[config.mk]
export PLATFORM = sky130hd
export DESIGN_NAME = clock_sweep_buffer_pool_core_flat
export DESIGN_NICKNAME = d
export VERILOG_FILES = /design/src/hdl/cswp_pkg.sv /design/src/hdl/cswp_req_if.sv /design/src/hdl/cswp_rsp_if.sv /design/src/hdl/clock_sweep_buffer_pool_core.sv /design/src/flat_wrapper.sv
export SDC_FILE = /design/constraint.sdc
export NUM_CORES = 1
export LEC_CHECK = 0
export BUFFER_PORTS_ARGS = -buffer_cell sky130_fd_sc_hd__buf_2
export CAP_MARGIN = 10
export CORE_MARGIN = 1
export CORE_UTILIZATION = 45
export CTS_BUF_LIST = sky130_fd_sc_hd__clkbuf_4
export DETAILED_ROUTE_END_ITERATION = 12
export SLEW_MARGIN = 20
export SYNTH_ARGS = -nofsm -noshare
export SYNTH_HDL_FRONTEND = slang
export SYNTH_SLANG_ARGS = --single-unit
[constraint.sdc]
create_clock -name clk -period 19.6 [get_ports clk]
set_clock_uncertainty 0.1 [all_clocks]
set_input_delay 3.92 -clock clk [delete_from_list [all_inputs] [get_ports clk]]
set_output_delay 3.92 -clock clk [all_outputs]
set_load 0.05 [all_outputs]
[src/hdl/cswp_pkg.sv]
package cswp_pkg;

	// pool geometry
	localparam int FRAMES  = 16;
	localparam int FRAME_W = $clog2(FRAMES);
	localparam int CNT_W   = FRAME_W + 1;

	// fixed field widths
	localparam int CFG_W   = 5;
	localparam int PAGE_W  = 31;
	localparam int PIN_W   = 8;
	localparam int FOUT_W  = 4;
	localparam int STS_W   = 3;

	localparam logic [PIN_W-1:0] PIN_MAX = 8'd255;
	localparam logic [CFG_W-1:0] CFG_RESET = 5'd16;

	// request kinds
	localparam logic ACT_FETCH = 1'b0;
	localparam logic ACT_UNPIN = 1'b1;

	// result codes
	typedef enum logic [STS_W-1:0] {
		STS_HIT        = 3'd0,
		STS_LOADED     = 3'd1,
		STS_EVICTED    = 3'd2,
		STS_ALL_PINNED = 3'd3,
		STS_UNPINNED   = 3'd4,
		STS_UNPIN_MISS = 3'd5
	} status_t;

	// sequencer states
	typedef enum logic [1:0] {
		ST_IDLE,
		ST_SCAN,
		ST_SWEEP,
		ST_EMIT
	} state_t;

endpackage

[src/hdl/cswp_req_if.sv]
interface cswp_req_if;
	logic                        valid;
	logic                        ready;
	logic                        action;
	logic [cswp_pkg::PAGE_W-1:0] page_id;
	logic                        mark_dirty;

	modport source (output valid, output action, output page_id, output mark_dirty,
		input ready);
	modport sink (input valid, input action, input page_id, input mark_dirty,
		output ready);
endinterface

[src/hdl/cswp_rsp_if.sv]
interface cswp_rsp_if;
	logic                        valid;
	logic                        ready;
	logic [cswp_pkg::STS_W-1:0]  status;
	logic [cswp_pkg::FOUT_W-1:0] frame;
	logic [cswp_pkg::PAGE_W-1:0] evicted_page;
	logic                        write_back;
	logic [cswp_pkg::PIN_W-1:0]  pins_left;

	modport source (output valid, output status, output frame, output evicted_page,
		output write_back, output pins_left, input ready);
	modport sink (input valid, input status, input frame, input evicted_page,
		input write_back, input pins_left, output ready);
endinterface

[src/hdl/clock_sweep_buffer_pool_core.sv]
// Buffer-frame pool with clock (second-chance) replacement and pin counts.
// req carries one item per request: action (fetch or unpin), page_id and
// mark_dirty. rsp returns exactly one item per request: status, frame,
// evicted_page, write_back and pins_left. Both are valid/ready channels.
// cfg_we/cfg_wdata write frames_in_use; write it only while the pool is idle.
// One compare unit walks the frame table one frame per cycle. A lookup
// visits frames 0 up to the hit, or all 16 on a miss; a fetch miss with no
// empty frame but an unpinned frame in the span then sweeps the hand, at
// most 2*frames_in_use frames. The held result then moves into the output
// register once that is free. Only one request is in work at a time, and
// req.ready is high when idle.
// A result waiting on a stalled receiver does not block the next accept,
// but a second result waits until the first is taken.
// Reset empties all frames, clears pins and marks, sets the hand to frame 0
// and frames_in_use to 16.
module clock_sweep_buffer_pool_core (
	input  logic                        clk,
	input  logic                        arst_n,
	input  logic                        cfg_we,
	input  logic [cswp_pkg::CFG_W-1:0]  cfg_wdata,
	cswp_req_if.sink                    req,
	cswp_rsp_if.source                  rsp
);

	localparam int FW = cswp_pkg::FRAME_W;
	localparam int CW = cswp_pkg::CNT_W;
	localparam int PW = cswp_pkg::PAGE_W;
	localparam int NW = cswp_pkg::PIN_W;
	localparam logic [FW-1:0] LAST_IDX = FW'(cswp_pkg::FRAMES - 1);

	cswp_pkg::state_t state_q, state_d;

	// frame table
	logic          valid_q [cswp_pkg::FRAMES];
	logic [PW-1:0] page_q  [cswp_pkg::FRAMES];
	logic [NW-1:0] pins_q  [cswp_pkg::FRAMES];
	logic          ref_q   [cswp_pkg::FRAMES];
	logic          dirty_q [cswp_pkg::FRAMES];

	logic [cswp_pkg::CFG_W-1:0] cfg_q;
	logic [FW-1:0] hand_q;
	logic [FW-1:0] idx_q;
	logic [FW-1:0] h_q;
	logic          empty_q;
	logic [FW-1:0] empty_idx_q;
	logic          free_q;

	// captured request
	logic          act_q;
	logic [PW-1:0] pid_q;
	logic          md_q;

	// held result
	cswp_pkg::status_t res_status_q;
	logic [FW-1:0] res_frame_q;
	logic [PW-1:0] res_ev_q;
	logic          res_wb_q;
	logic [NW-1:0] res_pins_q;

	// output register
	logic          rsp_valid_q;
	logic [cswp_pkg::STS_W-1:0]  rsp_status_q;
	logic [cswp_pkg::FOUT_W-1:0] rsp_frame_q;
	logic [PW-1:0] rsp_ev_q;
	logic          rsp_wb_q;
	logic [NW-1:0] rsp_pins_q;

	// active span of the pool, clamped to 1..FRAMES
	logic [CW-1:0] span;
	always_comb begin
		if (cfg_q == '0)
			span = CW'(1);
		else if (int'(cfg_q) > cswp_pkg::FRAMES)
			span = CW'(cswp_pkg::FRAMES);
		else
			span = CW'(cfg_q);
	end

	// the frame under the compare unit this cycle
	logic [FW-1:0] addr;
	logic          cur_valid;
	logic [PW-1:0] cur_page;
	logic [NW-1:0] cur_pins;
	logic          cur_ref;
	logic          cur_dirty;
	logic          in_span;
	assign addr      = (state_q == cswp_pkg::ST_SWEEP) ? h_q : idx_q;
	assign cur_valid = valid_q[addr];
	assign cur_page  = page_q[addr];
	assign cur_pins  = pins_q[addr];
	assign cur_ref   = ref_q[addr];
	assign cur_dirty = dirty_q[addr];
	assign in_span   = {1'b0, addr} < span;

	// scan and sweep conditions
	logic          hit;
	logic          last;
	logic          empty_now;
	logic [FW-1:0] empty_at;
	logic          free_now;
	logic          victim;
	logic          clear_ref;
	logic [FW-1:0] h_next;
	logic [FW-1:0] hand_start;
	logic          rsp_free;
	assign hit        = (state_q == cswp_pkg::ST_SCAN) && cur_valid && (cur_page == pid_q);
	assign last       = idx_q == LAST_IDX;
	assign empty_now  = empty_q | (in_span & ~cur_valid);
	assign empty_at   = empty_q ? empty_idx_q : addr;
	assign free_now   = free_q | (in_span & (cur_pins == '0));
	assign victim     = (state_q == cswp_pkg::ST_SWEEP) && (cur_pins == '0) && !cur_ref;
	assign clear_ref  = (state_q == cswp_pkg::ST_SWEEP) && (cur_pins == '0) && cur_ref;
	assign h_next     = (({1'b0, h_q} + CW'(1)) == span) ? '0 : h_q + FW'(1);
	assign hand_start = ({1'b0, hand_q} >= span) ? '0 : hand_q;
	assign rsp_free   = !rsp_valid_q || rsp.ready;

	// next state
	always_comb begin
		state_d = state_q;
		unique case (state_q)
			cswp_pkg::ST_IDLE: begin
				if (req.valid)
					state_d = cswp_pkg::ST_SCAN;
			end
			cswp_pkg::ST_SCAN: begin
				if (hit)
					state_d = cswp_pkg::ST_EMIT;
				else if (last) begin
					if (act_q == cswp_pkg::ACT_FETCH && !empty_now && free_now)
						state_d = cswp_pkg::ST_SWEEP;
					else
						state_d = cswp_pkg::ST_EMIT;
				end
			end
			cswp_pkg::ST_SWEEP: begin
				if (victim)
					state_d = cswp_pkg::ST_EMIT;
			end
			cswp_pkg::ST_EMIT: begin
				if (rsp_free)
					state_d = cswp_pkg::ST_IDLE;
			end
			default: state_d = cswp_pkg::ST_IDLE;
		endcase
	end

	// table write and result selection
	logic          we;
	logic [FW-1:0] wa;
	logic          w_load;
	logic [NW-1:0] w_pins;
	logic          w_ref;
	logic          w_dirty;
	logic          res_we;
	cswp_pkg::status_t res_status;
	logic [FW-1:0] res_frame;
	logic [PW-1:0] res_ev;
	logic          res_wb;
	logic [NW-1:0] res_pins;
	always_comb begin
		we         = 1'b0;
		wa         = addr;
		w_load     = 1'b0;
		w_pins     = cur_pins;
		w_ref      = cur_ref;
		w_dirty    = cur_dirty;
		res_we     = 1'b0;
		res_status = cswp_pkg::STS_HIT;
		res_frame  = '0;
		res_ev     = '0;
		res_wb     = 1'b0;
		res_pins   = '0;
		unique case (state_q)
			cswp_pkg::ST_SCAN: begin
				if (hit) begin
					we        = 1'b1;
					res_we    = 1'b1;
					res_frame = addr;
					if (act_q == cswp_pkg::ACT_UNPIN) begin
						w_pins     = (cur_pins != '0) ? cur_pins - NW'(1) : cur_pins;
						w_dirty    = cur_dirty | md_q;
						res_status = cswp_pkg::STS_UNPINNED;
					end else begin
						w_pins     = (cur_pins < cswp_pkg::PIN_MAX) ? cur_pins + NW'(1)
							: cur_pins;
						w_ref      = 1'b1;
						res_status = cswp_pkg::STS_HIT;
					end
					res_pins = w_pins;
				end else if (last) begin
					if (act_q == cswp_pkg::ACT_UNPIN) begin
						res_we     = 1'b1;
						res_status = cswp_pkg::STS_UNPIN_MISS;
					end else if (empty_now) begin
						we         = 1'b1;
						wa         = empty_at;
						w_load     = 1'b1;
						res_we     = 1'b1;
						res_status = cswp_pkg::STS_LOADED;
						res_frame  = empty_at;
						res_pins   = NW'(1);
					end else if (!free_now) begin
						res_we     = 1'b1;
						res_status = cswp_pkg::STS_ALL_PINNED;
					end
				end
			end
			cswp_pkg::ST_SWEEP: begin
				if (victim) begin
					we         = 1'b1;
					w_load     = 1'b1;
					res_we     = 1'b1;
					res_status = cswp_pkg::STS_EVICTED;
					res_frame  = addr;
					res_ev     = cur_page;
					res_wb     = cur_dirty;
					res_pins   = NW'(1);
				end else if (clear_ref) begin
					we    = 1'b1;
					w_ref = 1'b0;
				end
			end
			cswp_pkg::ST_IDLE, cswp_pkg::ST_EMIT: begin
				we = 1'b0;
			end
			default: we = 1'b0;
		endcase
	end

	// state register
	always_ff @(posedge clk or negedge arst_n) begin
		if (!arst_n)
			state_q <= cswp_pkg::ST_IDLE;
		else
			state_q <= state_d;
	end

	// configuration register
	always_ff @(posedge clk or negedge arst_n) begin
		if (!arst_n)
			cfg_q <= cswp_pkg::CFG_RESET;
		else if (cfg_we)
			cfg_q <= cfg_wdata;
	end

	// frame status bits
	always_ff @(posedge clk or negedge arst_n) begin
		if (!arst_n) begin
			for (int i = 0; i < cswp_pkg::FRAMES; i++) begin
				valid_q[i] <= 1'b0;
				pins_q[i]  <= '0;
				ref_q[i]   <= 1'b0;
				dirty_q[i] <= 1'b0;
			end
		end else if (we) begin
			if (w_load) begin
				valid_q[wa] <= 1'b1;
				pins_q[wa]  <= NW'(1);
				ref_q[wa]   <= 1'b1;
				dirty_q[wa] <= 1'b0;
			end else begin
				pins_q[wa]  <= w_pins;
				ref_q[wa]   <= w_ref;
				dirty_q[wa] <= w_dirty;
			end
		end
	end

	// page numbers, written on load only
	always_ff @(posedge clk) begin
		if (we && w_load)
			page_q[wa] <= pid_q;
	end

	// scan index, sweep position and hand
	always_ff @(posedge clk or negedge arst_n) begin
		if (!arst_n) begin
			idx_q       <= '0;
			h_q         <= '0;
			hand_q      <= '0;
			empty_q     <= 1'b0;
			empty_idx_q <= '0;
			free_q      <= 1'b0;
		end else begin
			unique case (state_q)
				cswp_pkg::ST_IDLE: begin
					idx_q   <= '0;
					empty_q <= 1'b0;
					free_q  <= 1'b0;
				end
				cswp_pkg::ST_SCAN: begin
					idx_q       <= idx_q + FW'(1);
					empty_q     <= empty_now;
					empty_idx_q <= empty_at;
					free_q      <= free_now;
					h_q         <= hand_start;
				end
				cswp_pkg::ST_SWEEP: begin
					h_q <= h_next;
					if (victim)
						hand_q <= h_next;
				end
				cswp_pkg::ST_EMIT: begin
					idx_q <= '0;
				end
				default: idx_q <= '0;
			endcase
		end
	end

	// request capture
	always_ff @(posedge clk) begin
		if (state_q == cswp_pkg::ST_IDLE && req.valid) begin
			act_q <= req.action;
			pid_q <= req.page_id;
			md_q  <= req.mark_dirty;
		end
	end

	// result hold
	always_ff @(posedge clk) begin
		if (res_we) begin
			res_status_q <= res_status;
			res_frame_q  <= res_frame;
			res_ev_q     <= res_ev;
			res_wb_q     <= res_wb;
			res_pins_q   <= res_pins;
		end
	end

	// output register
	always_ff @(posedge clk or negedge arst_n) begin
		if (!arst_n)
			rsp_valid_q <= 1'b0;
		else if (state_q == cswp_pkg::ST_EMIT && rsp_free)
			rsp_valid_q <= 1'b1;
		else if (rsp.ready)
			rsp_valid_q <= 1'b0;
	end

	always_ff @(posedge clk) begin
		if (state_q == cswp_pkg::ST_EMIT && rsp_free) begin
			rsp_status_q <= res_status_q;
			rsp_frame_q  <= cswp_pkg::FOUT_W'(res_frame_q);
			rsp_ev_q     <= res_ev_q;
			rsp_wb_q     <= res_wb_q;
			rsp_pins_q   <= res_pins_q;
		end
	end

	// channel ports
	assign req.ready        = state_q == cswp_pkg::ST_IDLE;
	assign rsp.valid        = rsp_valid_q;
	assign rsp.status       = rsp_status_q;
	assign rsp.frame        = rsp_frame_q;
	assign rsp.evicted_page = rsp_ev_q;
	assign rsp.write_back   = rsp_wb_q;
	assign rsp.pins_left    = rsp_pins_q;

endmodule

[src/flat_wrapper.sv]
// flat-port wrapper written by rule: the top's interface ports become plain ports
module clock_sweep_buffer_pool_core_flat 
  (clk, arst_n, cfg_we, cfg_wdata, req_valid, req_action, req_page_id, req_mark_dirty, req_ready, rsp_valid, rsp_status, rsp_frame, rsp_evicted_page, rsp_write_back, rsp_pins_left, rsp_ready);
  cswp_req_if req_i ();
  cswp_rsp_if rsp_i ();
  input  logic clk;
  input  logic arst_n;
  input  logic cfg_we;
  input  logic [cswp_pkg::CFG_W-1:0] cfg_wdata;
  input wire logic [$bits(req_i.valid)-1:0] req_valid;
  input wire logic [$bits(req_i.action)-1:0] req_action;
  input wire logic [$bits(req_i.page_id)-1:0] req_page_id;
  input wire logic [$bits(req_i.mark_dirty)-1:0] req_mark_dirty;
  output wire logic [$bits(req_i.ready)-1:0] req_ready;
  output wire logic [$bits(rsp_i.valid)-1:0] rsp_valid;
  output wire logic [$bits(rsp_i.status)-1:0] rsp_status;
  output wire logic [$bits(rsp_i.frame)-1:0] rsp_frame;
  output wire logic [$bits(rsp_i.evicted_page)-1:0] rsp_evicted_page;
  output wire logic [$bits(rsp_i.write_back)-1:0] rsp_write_back;
  output wire logic [$bits(rsp_i.pins_left)-1:0] rsp_pins_left;
  input wire logic [$bits(rsp_i.ready)-1:0] rsp_ready;
  assign req_i.valid = req_valid;
  assign req_i.action = req_action;
  assign req_i.page_id = req_page_id;
  assign req_i.mark_dirty = req_mark_dirty;
  assign req_ready = req_i.ready;
  assign rsp_valid = rsp_i.valid;
  assign rsp_status = rsp_i.status;
  assign rsp_frame = rsp_i.frame;
  assign rsp_evicted_page = rsp_i.evicted_page;
  assign rsp_write_back = rsp_i.write_back;
  assign rsp_pins_left = rsp_i.pins_left;
  assign rsp_i.ready = rsp_ready;
  clock_sweep_buffer_pool_core u_core (.clk(clk), .arst_n(arst_n), .cfg_we(cfg_we), .cfg_wdata(cfg_wdata), .req(req_i), .rsp(rsp_i));
endmodule
# [Word-level counts from Yosys, hierarchy flattened]
# Memories as Yosys holds them, arrays and structs flattened.
# Index checks and enable logic that the tools add are counted.
[word_totals] reg_bits=329 mem_bits_rw=496 in_bits=43 output_inout_bits=49 word_cells=249 memories=1
[op_classes] addsub=5 n_lt_le_gt_ge=7 eq_ne=10 n_mux=97 bitwise=16 n_reduce_logical=27
[mem_list] memory="u_core.page_q" words=16 word_bits=31 rd=1 rd_ports_with_merged_regs=0 write_ports=1 line="clock_sweep_buffer_pool_core.sv:35" rtl="logic [PW-1:0] page_q [cswp_pkg::FRAMES];"
[op_table] operator="128-bit bitwise mux" count=1
[op_table] operator="128-bit two-way mux" count=1
[op_table] operator="112-bit AND" count=1
[op_table] operator="112-bit inverter" count=1
[op_table] operator="8-bit two-way mux" count=11
[op_table] operator="4-bit two-way mux" count=14
[op_table] operator="16-bit OR" count=3
[op_table] operator="1-bit two-way mux" count=34
[op_table] operator="8-bit binary-select mux with 4-bit select" count=1
[op_table] operator="16-bit bitwise mux" count=2
[op_table] operator="8-bit demux with 4-bit select" count=1
[op_table] operator="16-bit two-way mux" count=2
[op_table] operator="31-bit == test" count=1
[op_table] operator="4-bit case mux with 2 select lines" count=3
[op_table] operator="16-bit AND" count=1
[op_table] operator="16-bit inverter" count=1
[op_table] operator="8-bit case mux with 2 select lines" count=1
[op_table] operator="3-bit two-way mux" count=5
[op_table] operator="2-bit two-way mux" count=7
[op_table] operator="1-bit binary-select mux with 4-bit select" count=3
[op_table] operator="1-bit logical AND" count=11
[op_table] operator="5-bit greater-or-equal comparator, second input constant" count=2
[op_table] operator="5-bit two-way mux" count=2
[op_table] operator="4-bit inverter with 5-bit output" count=2
[op_table] operator="34 further kinds" count=51

# [Longest topological paths before layout]
# Gate-level depths: netlist of run 1.
[logic_depth] word_depth=22 depth_mapped=24 depth_no_buf=16

# [Worst setup path after synthesis of run 1]
# OpenSTA, ideal clock, no wires.
[synth_timing] path_type="register to register" from="register u_core.state_q[0]" to="memory u_core.page_q[10][0] (netlist bit), enable pin" setup_ns=0.459 t_arrival_ns=6.619 t_required_ns=19.041 slack_ns=12.421 path_stages_with_launch=23 path_buffers=8 synth_period_minus_slack_ns=7.179 path_cell_list="dfrtp_1 > inv_1 > ha_1 > buf_6 > mux2_4 > buf_2 > buf_6 > buf_4 > buf_4 > buf_2 > buf_2 > nand2_1 > a311oi_1 > o31ai_2 > ha_1 > nand3_2 > nor4_4 > nor3b_4 > nand3_2 > o31ai_4 > a32oi_4 > buf_2 > nor3_1"
[synth_between] elab_chain_cells=17 elab_cells_between_ends=48 cone_classes="1 x order compare; 4 x eq/ne; 28 x mux; 4 x bitwise; 10 x reduce/logical; 1 x memory"
[synth_rtl] element="from (decl)" line="clock_sweep_buffer_pool_core.sv:31" rtl="cswp_pkg::state_t state_q, state_d;"
[synth_rtl] element="from (signal assigned)" line="clock_sweep_buffer_pool_core.sv:233" rtl="state_q <= cswp_pkg::ST_IDLE;"
[synth_rtl] element="from (signal assigned)" line="clock_sweep_buffer_pool_core.sv:235" rtl="state_q <= state_d;"
[synth_rtl] element="2-bit == test"
[synth_rtl] element="4-bit two-way mux" line="clock_sweep_buffer_pool_core.sv:87" rtl="assign addr = (state_q == cswp_pkg::ST_SWEEP) ? h_q : idx_q;"
[synth_rtl] element="4-bit inverter with 5-bit output (implied by the code)" line="clock_sweep_buffer_pool_core.sv:88, clock_sweep_buffer_pool_core.sv:90, clock_sweep_buffer_pool_core.sv:91"
[synth_rtl] element="1-bit binary-select mux with 4-bit select" line="clock_sweep_buffer_pool_core.sv:88" rtl="assign cur_valid = valid_q[addr];"
[synth_rtl] element="1-bit two-way mux (implied by the code) (2 in series)" line="clock_sweep_buffer_pool_core.sv:88"
[synth_rtl] element="1-bit inverter" line="clock_sweep_buffer_pool_core.sv:108" rtl="assign empty_now = empty_q | (in_span & ~cur_valid);"
[synth_rtl] element="1-bit AND" line="clock_sweep_buffer_pool_core.sv:108"
[synth_rtl] element="1-bit OR" line="clock_sweep_buffer_pool_core.sv:108"
[synth_rtl] element="1-bit two-way mux" line="clock_sweep_buffer_pool_core.sv:194" rtl="end else if (empty_now) begin"
[synth_rtl] element="1-bit two-way mux" line="clock_sweep_buffer_pool_core.sv:191" rtl="if (act_q == cswp_pkg::ACT_UNPIN) begin"
[synth_rtl] element="1-bit two-way mux" line="clock_sweep_buffer_pool_core.sv:190" rtl="end else if (last) begin"
[synth_rtl] element="1-bit two-way mux" line="clock_sweep_buffer_pool_core.sv:175" rtl="if (hit) begin"
[synth_rtl] element="1-bit case mux with 3 select lines / 1-bit case mux with 2 select lines (equally long branches)" line="clock_sweep_buffer_pool_core.sv:173" rtl="unique case (state_q)"
[synth_rtl] element="1-bit logical AND" line="clock_sweep_buffer_pool_core.sv:271" rtl="if (we && w_load)"
[synth_rtl] element="1-bit two-way mux" line="clock_sweep_buffer_pool_core.sv:271"
[synth_rtl] element="1-bit two-way mux (implied by the code)" line="clock_sweep_buffer_pool_core.sv:272" rtl="page_q[wa] <= pid_q;"
[synth_rtl] element="to (decl)" line="clock_sweep_buffer_pool_core.sv:35"
# Parallel ways exist; a longest one is shown, timed or not. The select of a mux whose other input is x is not followed.

# [Final worst setup path of run 1]
[layout_timing] from="register u_core.state_q[0]" to="memory u_core.page_q[0][27] (netlist bit), enable pin"
# The elaborated chain is that of the path after synthesis.

==> results of run 1 <==
==> cell families after synthesis <==
logic type / share of synthesized area [%]
DFF: 68.63
and+or+nand+nor: 8.188
muxes: 14.62
AOI/OAI and AO/OA: 5.012
buffers and inverters: 1.861
xor gates and xnor gates: 1.113
adders and majority gates: 0.5781
==> area by class of cell <==
class                           count  area [um2]  share of cell area, %
Antenna cell                        2       5.005                0.01280
Clock buffer                      312        2342                  5.992
Clock inverter                     69       386.6                 0.9890
Inverter                           19       76.32                 0.1952
Multi-Input combinational cell   1178       10410                  26.62
Sequential cell                   825       23760                  60.79
Tap cell                         1030        1289                  3.297
Timing Repair Buffer              136       822.0                  2.103
==> worst max-delay path: stages, from the launching register on <==
cell	delay, ns
sky130_fd_sc_hd__dfrtp_1	0.43
sky130_fd_sc_hd__inv_1	0.12
sky130_fd_sc_hd__ha_1	0.83
sky130_fd_sc_hd__mux2i_4	0.11
sky130_fd_sc_hd__buf_4	0.28
sky130_fd_sc_hd__inv_6	0.44
sky130_fd_sc_hd__buf_4	0.93
sky130_fd_sc_hd__mux4_2	0.37
sky130_fd_sc_hd__a22oi_1	0.09
sky130_fd_sc_hd__nand2_1	0.25
sky130_fd_sc_hd__o221ai_1	0.25
sky130_fd_sc_hd__nor4_1	0.43
sky130_fd_sc_hd__nand4_1	0.49
sky130_fd_sc_hd__o31ai_4	0.95
sky130_fd_sc_hd__mux2i_4	0.42
sky130_fd_sc_hd__nor3_2	0.79
sky130_fd_sc_hd__buf_4	0.60
==> layout by cell type (no fill, tap or decap), drive strengths merged, types with 5 or more instances in the layout <==
cell,Yosys,final
a21o,6,6
a21oi,19,19
a22oi,5,5
a311oi,30,30
a32oi,9,9
and2,36,36
and3,36,36
buf,67,135
clkbuf,49,313
clkinv,0,60
dfrtp,201,201
edfxtp,623,623
ha,16,16
inv,19,25
mux2,119,119
mux2i,71,71
mux4,132,132
nand2,251,251
nand2b,7,7
nand3,46,46
nand4,36,36
nor2,69,69
nor3,26,26
nor4,16,16
o21ai,93,93
o22a,21,21
o31ai,13,13
or2,18,18
xnor2,10,10
xor2,34,34
==> stage by stage <==
| stage | instance area (um2) | power (W) | hold slack [ns] |
|---|---|---|---|
| floorplan | 34630 | 0.003641 | 0.3003 |
| global placement | 36330 | 0.004231 | 0.3004 |
| detailed placement | 36330 | 0.004258 | 0.3045 |
| CTS | 39060 | 0.005721 | 0.2928 |
| global route | 39090 | 0.005968 | 0.2820 |
| finish | 39090 | 0.005673 | 0.2672 |
==> path summary, 6_finish.rpt <==
check	from	endpoint
setup / recovery	u_core.state_q[0]	u_core.page_q[0][27]
hold reg to reg	u_core.res_status_q[2]	u_core.rsp.status[2]
hold / removal	u_core.res_status_q[2]	u_core.rsp.status[2]
min in group asynchronous	arst_n	u_core.h_q[2]
max in group asynchronous	arst_n	u_core.pins_q[67]
setup reg to reg	u_core.state_q[0]	u_core.page_q[0][27]
==> routing by layer <==
layer / up-vias / wire length, um / GRT usage, %
li1: 8930 / - / -
met1: 10595 / 38200 / 31.88
met2: 823 / 41260 / 35.80
met3: 127 / 5490 / 4.512
met4: 0 / 1467 / 7.020
met5: - / 0 / 0
==> power groups by stage <==
stage / clock network, W / logic [W] / registers (W)
floorplan: 0 / 0.00137 / 0.00227
global placement: 0 / 0.00201 / 0.00222
detailed placement: 0 / 0.00203 / 0.00223
CTS: 0.00149 / 0.00204 / 0.00219
global route: 0.00158 / 0.00217 / 0.00221
finish: 0.00145 / 0.00203 / 0.00219
==> sequential cells by signal (all words and copies together) (netlist names), 5 cells and up <==
register / flops
u_core.res_pins_q: 8
u_core.dirty_q: 16
u_core.pid_q: 31
u_core.page_q: 496
u_core.rsp.pins_left: 8
u_core.ref_q: 16
u_core.cfg_q: 5
u_core.valid_q: 16
u_core.rsp.evicted_page: 31
u_core.res_ev_q: 31
u_core.pins_q: 128
==> load_flow_metrics.sql, run 1 <==
INSERT INTO impl_metrics (metric_group, metric, value, unit) VALUES
('clock_network', 'insertion_delay', '1.08', 'ns'),
('final_layout', 'drive_gt1_share', '31.27', '%'),
('synth', 'synth_largest_area_cell', 'sky130_fd_sc_hd__edfxtp_1', ''),
('worst_setup_path', 'critical_path_class', 'reg -> reg', ''),
('synth', 'synth_seq_area_share', '68.63', '%'),
('run_status', 'status', 'finished, final reports clean', ''),
('sta', 'worst_slew_margin_rel', '22.13', '%'),
('clock_network', 'clkSlewWorstSetupHoldPaths', '0.07', 'ns'),
('synth', 'netlist.area_leader.share', '54.03', '%'),
('synth', 'yosys.cell_count.top_type', 'sky130_fd_sc_hd__edfxtp_1', ''),
('clock_network', 'clock_tree.buffer_depth', '3', ''),
('die', 'floorplan.die.width', '279.4', 'um'),
('worst_setup_path', 'timing.critical_path.to_type', 'flop', ''),
('place', 'portBuffers', '91', ''),
('clock_network', 'cts_max_level', '4', ''),
('clock_network', 'clock_tree.root_cell', 'sky130_fd_sc_hd__clkbuf_4', ''),
('clock_network', 'count_of_clock_tree_sinks', '825', ''),
('drt', 'wl', '86.42', 'mm'),
('drt', 'drc', '0', ''),
('power', 'share_seq_of_total_power', '38.7', '%'),
('final_layout', 'postLayoutCoreUtil', '51.38', '%'),
('grt', 'number_of_global_route_vias_before_repair', '21137', ''),
('power', 'p_per_area', '145.1', 'nW/um2'),
('place', 'place_worst_setup_slack', '11.23', 'ns'),
('drt', 'drt-wirelength-per-cell', '24.20', 'um'),
('sta', 'worst_pin_slew', '1.164', 'ns'),
('drt', 'drt_iter0_drc', '2128', ''),
('clock_network', 'post_cts_hold_buffer_count', '0', ''),
('final_layout', 'number_of_fillers_in_the_final_layout', '6434', ''),
('hold_path', 'timing.hold.worst_path_depth', '0', ''),
('power', 'power.switching', '0.002147', 'W'),
('grt', 'grt_antenna_before_repair', '2', ''),
('synth', 'yosysWarnings', '0', ''),
('worst_setup_path', 'worst-endpoint-arrival', '8.97', 'ns'),
('power', 'combinationalPowerShare', '35.8', '%'),
('synth', 'synth.cell_area', '34630', 'um2'),
('sta', 'tcrit_tclk_final', '43.15', '%'),
('worst_setup_path', 'critPathMaxFanout', '72', ''),
('synth', 'post_synth_main_area_contributors', 'sky130_fd_sc_hd__edfxtp_1, sky130_fd_sc_hd__dfrtp_1, sky130_fd_sc_hd__mux4_2, sky130_fd_sc_hd__mux2_2, sky130_fd_sc_hd__nand2_1', ''),
('synth', 'post_synth_cell_types', '80', ''),
('sta', 'tns', '0', 'ns'),
('grt', 'largest_net_degree_at_the_start_of_global_routing', '117', ''),
('synth', 'syn-num-nets', '2197', ''),
('synth', 'synth-edff-count', '623', ''),
('worst_setup_path', 'worst-r2r-setup-slack', '11.14', 'ns'),
('die', 'initial_core_util', '45.52', '%'),
('clock_network', 'cts_setup_buffers', '0', ''),
('final_layout', 'final_cells', '3571', ''),
('sta', 'grt_setup_unrepaired', 'no', ''),
('power', 'power_frac_clock', '25.6', '%'),
('synth', 'post_synth_most_frequent_cells', 'sky130_fd_sc_hd__edfxtp_1, sky130_fd_sc_hd__nand2_1, sky130_fd_sc_hd__dfrtp_1, sky130_fd_sc_hd__mux4_2, sky130_fd_sc_hd__mux2_2', ''),
('grt', 'grt_total_usage', '22.69', '%'),
('sta', 'fmax', '118.3', 'MHz'),
('power', 'static_leakage_power', '14.31', 'nW'),
('place', 'dp_hpwl', '49.57', 'mm'),
('die', 'row_count', '101', ''),
('synth', 'synth_top_flop_cell', 'sky130_fd_sc_hd__edfxtp_1', ''),
('sta', 'period_needed', '8.457', 'ns'),
('sta', 'finalSetupViolCount', '0', ''),
('sta', 'timing.final.ws_setup', '11.14', 'ns'),
('place', 'placer_congestion_estimate', '0.8358', ''),
('grt', 'wire_length_of_the_first_global_routing_pass', '131.7', 'mm'),
('synth', 'synth-seq-cells', '825', ''),
('worst_setup_path', 'worst_ep_required_time', '20.12', 'ns'),
('synth', 'syn_area_per_cell', '16.20', 'um2'),
('die', 'ios', '92', ''),
('clock_network', 'tritoncts', 'built', ''),
('die', 'floorplan.die_area', '78060', 'um2'),
('drt', 'dr_total_vias', '20475', ''),
('power', 'max-vdd-ir-drop', '233.4', 'uV'),
('power', 'cellInternalPower', '0.003526', 'W');
No activity file was read; power rests on OpenSTA's default activity.
==> run 2, diff against run 1 <==
==> constraint.sdc (replaced) <==
create_clock -name clk -period 8.1 [get_ports clk]
set_clock_uncertainty 0.1 [all_clocks]
set_input_delay 1.62 -clock clk [delete_from_list [all_inputs] [get_ports clk]]
set_output_delay 1.62 -clock clk [all_outputs]
set_load 0.05 [all_outputs]
==> load_flow_metrics.sql, run 2 (synthesized netlist as in run 1, its figures left out) <==
INSERT INTO impl_metrics (metric_group, metric, value, unit) VALUES
('worst_setup_path', 'timing.critical_path.slowest_stage_cell', 'sky130_fd_sc_hd__o31ai_4', ''),
('drt', 'dr.pass1.iters', '5', ''),
('run_status', 'status', 'finished, final reports clean', ''),
('sta', 'tns', '0', 'ns'),
('clock_network', 'cts_max_level', '4', ''),
('sta', 'period_needed', '6.968', 'ns'),
('place', 'placer_congestion_estimate', '0.8424', ''),
('power', 'share_seq_of_total_power', '38.1', '%'),
('grt', 'global_routing_s_busiest_layer', 'met2', ''),
('final_layout', 'regMostFlops', 'u_core.page_q', ''),
('final_layout', 'layout.nets', '2455', ''),
('grt', 'grt_total_usage', '23.21', '%'),
('final_layout', 'layout.cells.most_common_list', 'sky130_fd_sc_hd__edfxtp_1, sky130_fd_sc_hd__clkbuf_4, sky130_fd_sc_hd__nand2_1, sky130_fd_sc_hd__dfrtp_1, sky130_fd_sc_hd__mux4_2', ''),
('worst_setup_path', 'worst-endpoint-arrival', '7.79', 'ns'),
('final_layout', 'largest_register_ffs', '496', ''),
('final_layout', 'final_area', '39330', 'um2'),
('grt', 'number_of_global_route_vias_before_repair', '21252', ''),
('worst_setup_path', 'critical_path_class', 'reg -> reg', ''),
('final_layout', 'biggestRegsByFlops', 'u_core.page_q: 496 flops, u_core.pins_q: 128 flops', ''),
('grt', 'wire_length_of_the_first_global_routing_pass', '134.0', 'mm'),
('power', 'p_per_area', '354.4', 'nW/um2'),
('grt', 'largest_net_degree_at_the_start_of_global_routing', '83', ''),
('clock_network', 'number_of_buffers_created_by_cts', '210', ''),
('drt', 'drt_iter0_drc', '2162', ''),
('place', 'portBuffers', '91', ''),
('grt', 'grt_use_met3', '4.962', '%'),
('power', 'power_frac_clock', '25.5', '%'),
('power', 'combinationalPowerShare', '36.4', '%'),
('clock_network', 'post_cts_hold_buffer_count', '0', ''),
('power', 'swShare', '37.99', '%'),
('place', 'place_area', '36570', 'um2'),
('clock_network', 'clkSlewWorstSetupHoldPaths', '0.07', 'ns'),
('worst_setup_path', 'critical-path-max-stage-delay', '0.87', 'ns'),
('sta', 'worst_slew_margin_rel', '21.73', '%'),
('worst_setup_path', 'worst_ep_required_time', '8.92', 'ns'),
('final_layout', 'relative_area_change_from_synthesis_to_final_layout', '13.58', '%'),
('run', 'max_cap_violations', '0', ''),
('sta', 'max_slew_violation_count', '0', ''),
('sta', 'grt_setup_unrepaired', 'no', ''),
('drt', 'vias_per_cell', '5.735', ''),
('die', 'core_region_area', '76080', 'um2'),
('power', 'post-layout-total-power', '0.01394', 'W'),
('final_layout', 'drive_gt1_share', '32.08', '%'),
('drt', 'wl', '88.58', 'mm'),
('sta', 'worst_pin_slew', '1.171', 'ns'),
('worst_setup_path', 'critPathLaunchType', 'flop', ''),
('clock_network', 'tritoncts', 'built', ''),
('clock_network', 'count_of_clock_tree_sinks', '825', ''),
('final_layout', 'mostFrequentLayoutCell', 'sky130_fd_sc_hd__edfxtp_1', ''),
('power', 'static_leakage_power', '14.47', 'nW'),
('worst_setup_path', 'crit_chain', 'inv_1 -> ha_1 -> buf_4 -> mux2i_4 -> inv_6 -> buf_4 -> mux4_2 -> nand2_1 -> nand4_1 -> xor2_1 -> nor4_1 -> nand4_1 -> o31ai_4 -> mux2i_2 -> buf_4 -> nor2_4 -> mux2_2', ''),
('power', 'cellInternalPower', '0.008643', 'W'),
('hold_path', 'holdCritPathClass', 'reg -> reg', ''),
('grt', 'overflow', '0', ''),
('worst_setup_path', 'crit_top_cell', 'sky130_fd_sc_hd__buf_4', ''),
('drt', 'drt-wirelength-per-cell', '24.65', 'um'),
('clock_network', 'cts.repair.resized', '0', ''),
('die', 'initial_core_util', '45.52', '%'),
('drt', 'dr_total_vias', '20611', ''),
('sta', 'tcrit_tclk_final', '86.02', '%'),
('sta', 'fmax', '143.5', 'MHz'),
('clock_network', 'clock_tree.buffer_depth', '3', ''),
('sta', 'final-hold-violation-count', '0', ''),
('power', 'max-vdd-ir-drop', '294.6', 'uV'),
('die', 'floorplan.die.width', '279.4', 'um'),
('sta', 'hold_slack', '0.3024', 'ns'),
('grt', 'grt_antenna_before_repair', '4', ''),
('die', 'die-height', '279.4', 'um'),
('grt', 'grt_util_met2', '36.70', '%'),
('drt', 'drc', '0', ''),
('clock_network', 'cts_setup_buffers', '0', ''),
('die', 'ios', '92', ''),
('die', 'floorplan.die_area', '78060', 'um2'),
('clock_network', 'clock_tree.root_cell', 'sky130_fd_sc_hd__clkbuf_4', ''),
('sta', 'finalSetupViolCount', '0', ''),
('worst_setup_path', 'critPathMaxFanout', '79', ''),
('final_layout', 'postLayoutCoreUtil', '51.70', '%'),
('worst_setup_path', 'timing.critical_path.to_type', 'flop', ''),
('drt', 'postRouteAntennaNets', '0', ''),
('die', 'row_count', '101', ''),
('place', 'dp_hpwl', '52.63', 'mm'),
('clock_network', 'insertion_delay', '1.08', 'ns'),
('grt', 'grt_util_met1', '32.13', '%'),
('power', 'power.switching', '0.005296', 'W');
-- run 2: cell types whose count changed in the layout (fill, tap and decap cells not counted), sizes merged --
cell / delta
clkbuf: -4
buf: +26
bufinv: +1
-- run 2: final timing paths --
kind | start | depth (start not counted) | slack [ns] | to
worst max-delay path | u_core.state_q[0] | 17 | 1.13 | u_core.pins_q[35]
worst min-delay path | u_core.res_status_q[0] | 0 | 0.30 | u_core.rsp.status[0]
worst max register to register | u_core.state_q[0] | 17 | 1.13 | u_core.pins_q[35]
worst min register to register | u_core.res_status_q[0] | 0 | 0.30 | u_core.rsp.status[0]
max in group asynchronous | arst_n | 2 | 6.08 | u_core.pins_q[24]
min in group asynchronous | arst_n | 1 | 0.40 | u_core.h_q[0]
-- run 2: worst max-delay path, delay by kind of cell, from the launching register on --
family	cells	cell delay [ns]
buffers and inverters	5	1.76
AO/OA/AOI/OAI	1	0.87
multiplexers	4	1.70
XOR/XNOR	1	0.21
AND/OR/NAND/NOR	5	1.35
adder cells (fa/ha/maj)	1	0.25
flip-flops	1	0.42
-- run 2: power groups by stage --
| stage | logic (W) | registers (W) | clock network, W |
|---|---|---|---|
| finish | 0.00508 | 0.00531 | 0.00355 |
| global route | 0.00541 | 0.00536 | 0.00387 |
| CTS | 0.00507 | 0.00531 | 0.00365 |
| detailed placement | 0.00506 | 0.00539 | 0 |
| global placement | 0.00501 | 0.00538 | 0 |
| floorplan | 0.00332 | 0.00549 | 0 |
-- run 2: stage by stage --
| step | instances | worst slack (ns) |
|---|---|---|
| 2_1_floorplan | 2138 | 0.9213 |
| 3_3_place_gp | 3213 | 1.428 |
| 3_5_place_dp | 3213 | 1.402 |
| 4_1_cts | 3591 | 1.316 |
| 5_1_grt | 3594 | 0.9445 |
| 6_report | 3594 | 1.132 |
-- run 2: cell type report --
cell class                      instances  area (um2)
Timing Repair Buffer                  162        1071
Multi-Input combinational cell       1178       10400
Clock inverter                         70       416.7
Sequential cell                       825       23760
Clock buffer                          308        2312
Inverter                               19       76.32
Tap cell                             1030        1289
Antenna cell                            2       5.005
Fill cell                            6425       36750
-- run 2: routing by layer --
layer  up-vias  share of wire [%]
met5         -              0.015
met4         2                2.1
met3       134                6.4
met2       813                 48
met1     10710                 44
li1       8952                  -
==> run 3, diff against run 2 <==
--- a/config.mk
+++ b/config.mk
@@ -7,10 +7,14 @@
 export LEC_CHECK = 0
 export BUFFER_PORTS_ARGS = -buffer_cell sky130_fd_sc_hd__buf_2
 export CAP_MARGIN = 10
+export CELL_PAD_IN_SITES_DETAIL_PLACEMENT = 1
+export CELL_PAD_IN_SITES_GLOBAL_PLACEMENT = 2
 export CORE_MARGIN = 1
 export CORE_UTILIZATION = 45
 export CTS_BUF_LIST = sky130_fd_sc_hd__clkbuf_4
 export DETAILED_ROUTE_END_ITERATION = 12
+export PLACE_DENSITY_LB_ADDON = 0.1
+export SKIP_LAST_GASP = 1
 export SLEW_MARGIN = 20
 export SYNTH_ARGS = -nofsm -noshare
 export SYNTH_HDL_FRONTEND = slang
==> load_flow_metrics.sql, run 3 (synthesized netlist as in run 1, its figures left out) <==
INSERT INTO impl_metrics (metric_group, metric, value, unit) VALUES
('worst_setup_path', 'worst_ep_required_time', '8.90', 'ns'),
('clock_network', 'clock_tree.root_cell', 'sky130_fd_sc_hd__clkbuf_4', ''),
('clock_network', 'cts.repair.resized', '0', ''),
('clock_network', 'post_cts_hold_buffer_count', '0', ''),
('final_layout', 'multiInputGateArea', '10410', 'um2'),
('sta', 'max_slew_violation_count', '0', ''),
('die', 'floorplan.die.width', '279.4', 'um'),
('worst_setup_path', 'critPathLaunchType', 'flop', ''),
('sta', 'hold_slack', '0.3174', 'ns'),
('power', 'cellInternalPower', '0.008716', 'W'),
('clock_network', 'number_of_buffers_created_by_cts', '214', ''),
('final_layout', 'drive_gt1_share', '32.22', '%'),
('power', 'combinationalPowerShare', '37.2', '%'),
('sta', 'grt_setup_unrepaired', 'no', ''),
('worst_setup_path', 'worst_r2r_startpoint', 'u_core.state_q[0]', ''),
('grt', 'overflow', '0', ''),
('worst_setup_path', 'worst-r2r-setup-slack', '1.05', 'ns'),
('place', 'placer_congestion_estimate', '0.8299', ''),
('power', 'power.switching', '0.005500', 'W'),
('sta', 'tns', '0', 'ns'),
('die', 'core_region_area', '76080', 'um2'),
('final_layout', 'seq_area', '23760', 'um2'),
('grt', 'grt_total_usage', '26.10', '%'),
('final_layout', 'number_of_fillers_in_the_final_layout', '7390', ''),
('power', 'share_seq_of_total_power', '37.5', '%'),
('die', 'ios', '92', ''),
('final_layout', 'biggestRegsByFlops', 'u_core.page_q: 496 flops, u_core.pins_q: 128 flops', ''),
('final_layout', 'mostFrequentLayoutCell', 'sky130_fd_sc_hd__edfxtp_1', ''),
('worst_setup_path', 'timing.critical_path.slowest_stage_cell', 'sky130_fd_sc_hd__mux2_8', ''),
('power', 'power_frac_clock', '25.3', '%'),
('die', 'initial_core_util', '45.52', '%'),
('place', 'portBuffers', '91', ''),
('run', 'max_cap_violations', '0', ''),
('worst_setup_path', 'reg2reg_to', 'u_core.pins_q[9]', ''),
('sta', 'final-hold-violation-count', '0', ''),
('sta', 'worst_pin_slew', '1.052', 'ns'),
('clock_network', 'cts_max_level', '4', ''),
('sta', 'tcrit_tclk_final', '87.03', '%'),
('hold_path', 'holdCritPathClass', 'reg -> reg', ''),
('clock_network', 'cts_setup_buffers', '0', ''),
('final_layout', 'relative_area_change_from_synthesis_to_final_layout', '14.07', '%'),
('final_layout', 'largest_register_ffs', '496', ''),
('drt', 'drc', '0', ''),
('drt', 'postRouteAntennaNets', '0', ''),
('worst_setup_path', 'reg2regPathDepth', '17', ''),
('final_layout', 'regMostFlops', 'u_core.page_q', ''),
('power', 'max-vdd-ir-drop', '270.8', 'uV'),
('clock_network', 'clock_tree.buffer_depth', '3', ''),
('worst_setup_path', 'crit_top_cell', 'sky130_fd_sc_hd__buf_4', ''),
('final_layout', 'layout.nets', '2466', ''),
('drt', 'drt-wirelength-per-cell', '27.71', 'um'),
('run_status', 'status', 'finished, final reports clean', ''),
('power', 'swShare', '38.69', '%'),
('die', 'floorplan.die_area', '78060', 'um2'),
('grt', 'wire_length_of_the_first_global_routing_pass', '147.4', 'mm'),
('sta', 'finalSetupViolCount', '0', ''),
('sta', 'worst_slew_margin_rel', '29.63', '%'),
('grt', 'number_of_global_route_vias_before_repair', '22058', ''),
('clock_network', 'clkSlewWorstSetupHoldPaths', '0.06', 'ns'),
('die', 'row_count', '101', ''),
('drt', 'drt_iter0_drc', '1685', ''),
('drt', 'wl', '99.68', 'mm'),
('place', 'dp_hpwl', '61.01', 'mm'),
('clock_network', 'count_of_clock_tree_sinks', '825', ''),
('worst_setup_path', 'critical_path_class', 'reg -> reg', ''),
('worst_setup_path', 'critical-path-max-stage-delay', '0.75', 'ns'),
('final_layout', 'layout.cells.most_common_list', 'sky130_fd_sc_hd__edfxtp_1, sky130_fd_sc_hd__clkbuf_4, sky130_fd_sc_hd__nand2_1, sky130_fd_sc_hd__dfrtp_1, sky130_fd_sc_hd__mux4_2', ''),
('sta', 'period_needed', '7.049', 'ns'),
('clock_network', 'tritoncts', 'built', ''),
('die', 'die-height', '279.4', 'um'),
('power', 'static_leakage_power', '14.53', 'nW'),
('drt', 'dr.pass1.iters', '5', ''),
('worst_setup_path', 'timing.critical_path.to_type', 'flop', ''),
('clock_network', 'insertion_delay', '1.07', 'ns'),
('hold_path', 'worstHoldEndpoint', 'u_core.rsp.status[1]', ''),
('worst_setup_path', 'worst-endpoint-arrival', '7.85', 'ns'),
('drt', 'dr_total_vias', '20779', ''),
('grt', 'grt_antenna_before_repair', '1', ''),
('worst_setup_path', 'critPathMaxFanout', '57', ''),
('hold_path', 'worst_min_path_start', 'u_core.res_status_q[1]', ''),
('sta', 'fmax', '141.9', 'MHz'),
('worst_setup_path', 'crit_chain', 'inv_1 -> ha_1 -> mux2_8 -> buf_12 -> buf_4 -> mux4_2 -> nand2_1 -> nand4_1 -> xor2_1 -> nor4_1 -> nand4_1 -> o31ai_4 -> buf_4 -> mux2i_2 -> buf_4 -> nor2_4 -> mux2_2', ''),
('hold_path', 'timing.hold.worst_path_depth', '0', ''),
('drt', 'vias_per_cell', '5.777', ''),
('grt', 'largest_net_degree_at_the_start_of_global_routing', '74', ''),
('power', 'p_per_area', '359.9', 'nW/um2');
-- run 3: area by class of cell --
type / count / area share [%]
Inverter: 19 / 0.1932
Tap cell: 1030 / 3.263
Timing Repair Buffer: 169 / 3.152
Clock buffer: 294 / 5.588
Multi-Input combinational cell: 1178 / 26.36
Clock inverter: 79 / 1.267
Antenna cell: 3 / 0.01901
Sequential cell: 825 / 60.16
-- run 3: stage by stage --
stage               instance area (um2)  power, W  worst slack [ns]  instances  utilization, %
floorplan                         34630  0.008810            0.9213       2138               -
global placement                  36730   0.01064             1.014       3219           48.28
detailed placement                36780   0.01072             1.056       3221           48.35
CTS                               39490   0.01436             1.024       3594           51.91
global route                      39490   0.01494            0.7340       3595           51.91
finish                            39500   0.01422             1.051       3597           51.92
-- run 3: critical path, delay by kind of cell (launching register included) --
kind,cells,cell delay (ns)
AOI/OAI and AO/OA,1,0.55
xor gates and xnor gates,1,0.24
adders and majority gates,1,0.62
buffers and inverters,5,1.37
DFF,1,0.43
muxes,4,2.10
and+or+nand+nor,5,1.30
-- run 3: worst max-delay path by stage --
stage | slack [ns] | start | to
6_report | 1.05 | u_core.state_q[0] | u_core.pins_q[9]
2_1_floorplan | 0.92 | u_core.state_q[0] | u_core.page_q[10][0]
3_5_place_dp | 1.06 | u_core.state_q[0] | u_core.pins_q[11]
5_1_grt | 0.73 | u_core.state_q[0] | u_core.pins_q[8]
3_3_place_gp | 1.01 | u_core.state_q[0] | u_core.dirty_q[7]
4_1_cts | 1.02 | u_core.state_q[0] | u_core.dirty_q[1]
-- run 3: power groups by stage --
| stage | registers (W) | logic, W | clock network (W) |
|---|---|---|---|
| final | 0.00533 | 0.00529 | 0.00359 |
| after global routing | 0.00537 | 0.00567 | 0.00390 |
| after CTS | 0.00533 | 0.00532 | 0.00371 |
| after detailed placement | 0.00541 | 0.00531 | 0 |
| after global placement | 0.00539 | 0.00525 | 0 |
| after floorplan | 0.00549 | 0.00332 | 0 |
-- run 3: routing by layer --
| metal | vias up | share of wire (%) | track usage [%] |
|---|---|---|---|
| li1 | 8950 | - | - |
| met1 | 10950 | 45 | 37.47 |
| met2 | 720 | 46 | 39.16 |
| met3 | 159 | 7.2 | 6.439 |
| met4 | 0 | 2.2 | 8.477 |
| met5 | - | 0 | 0 |
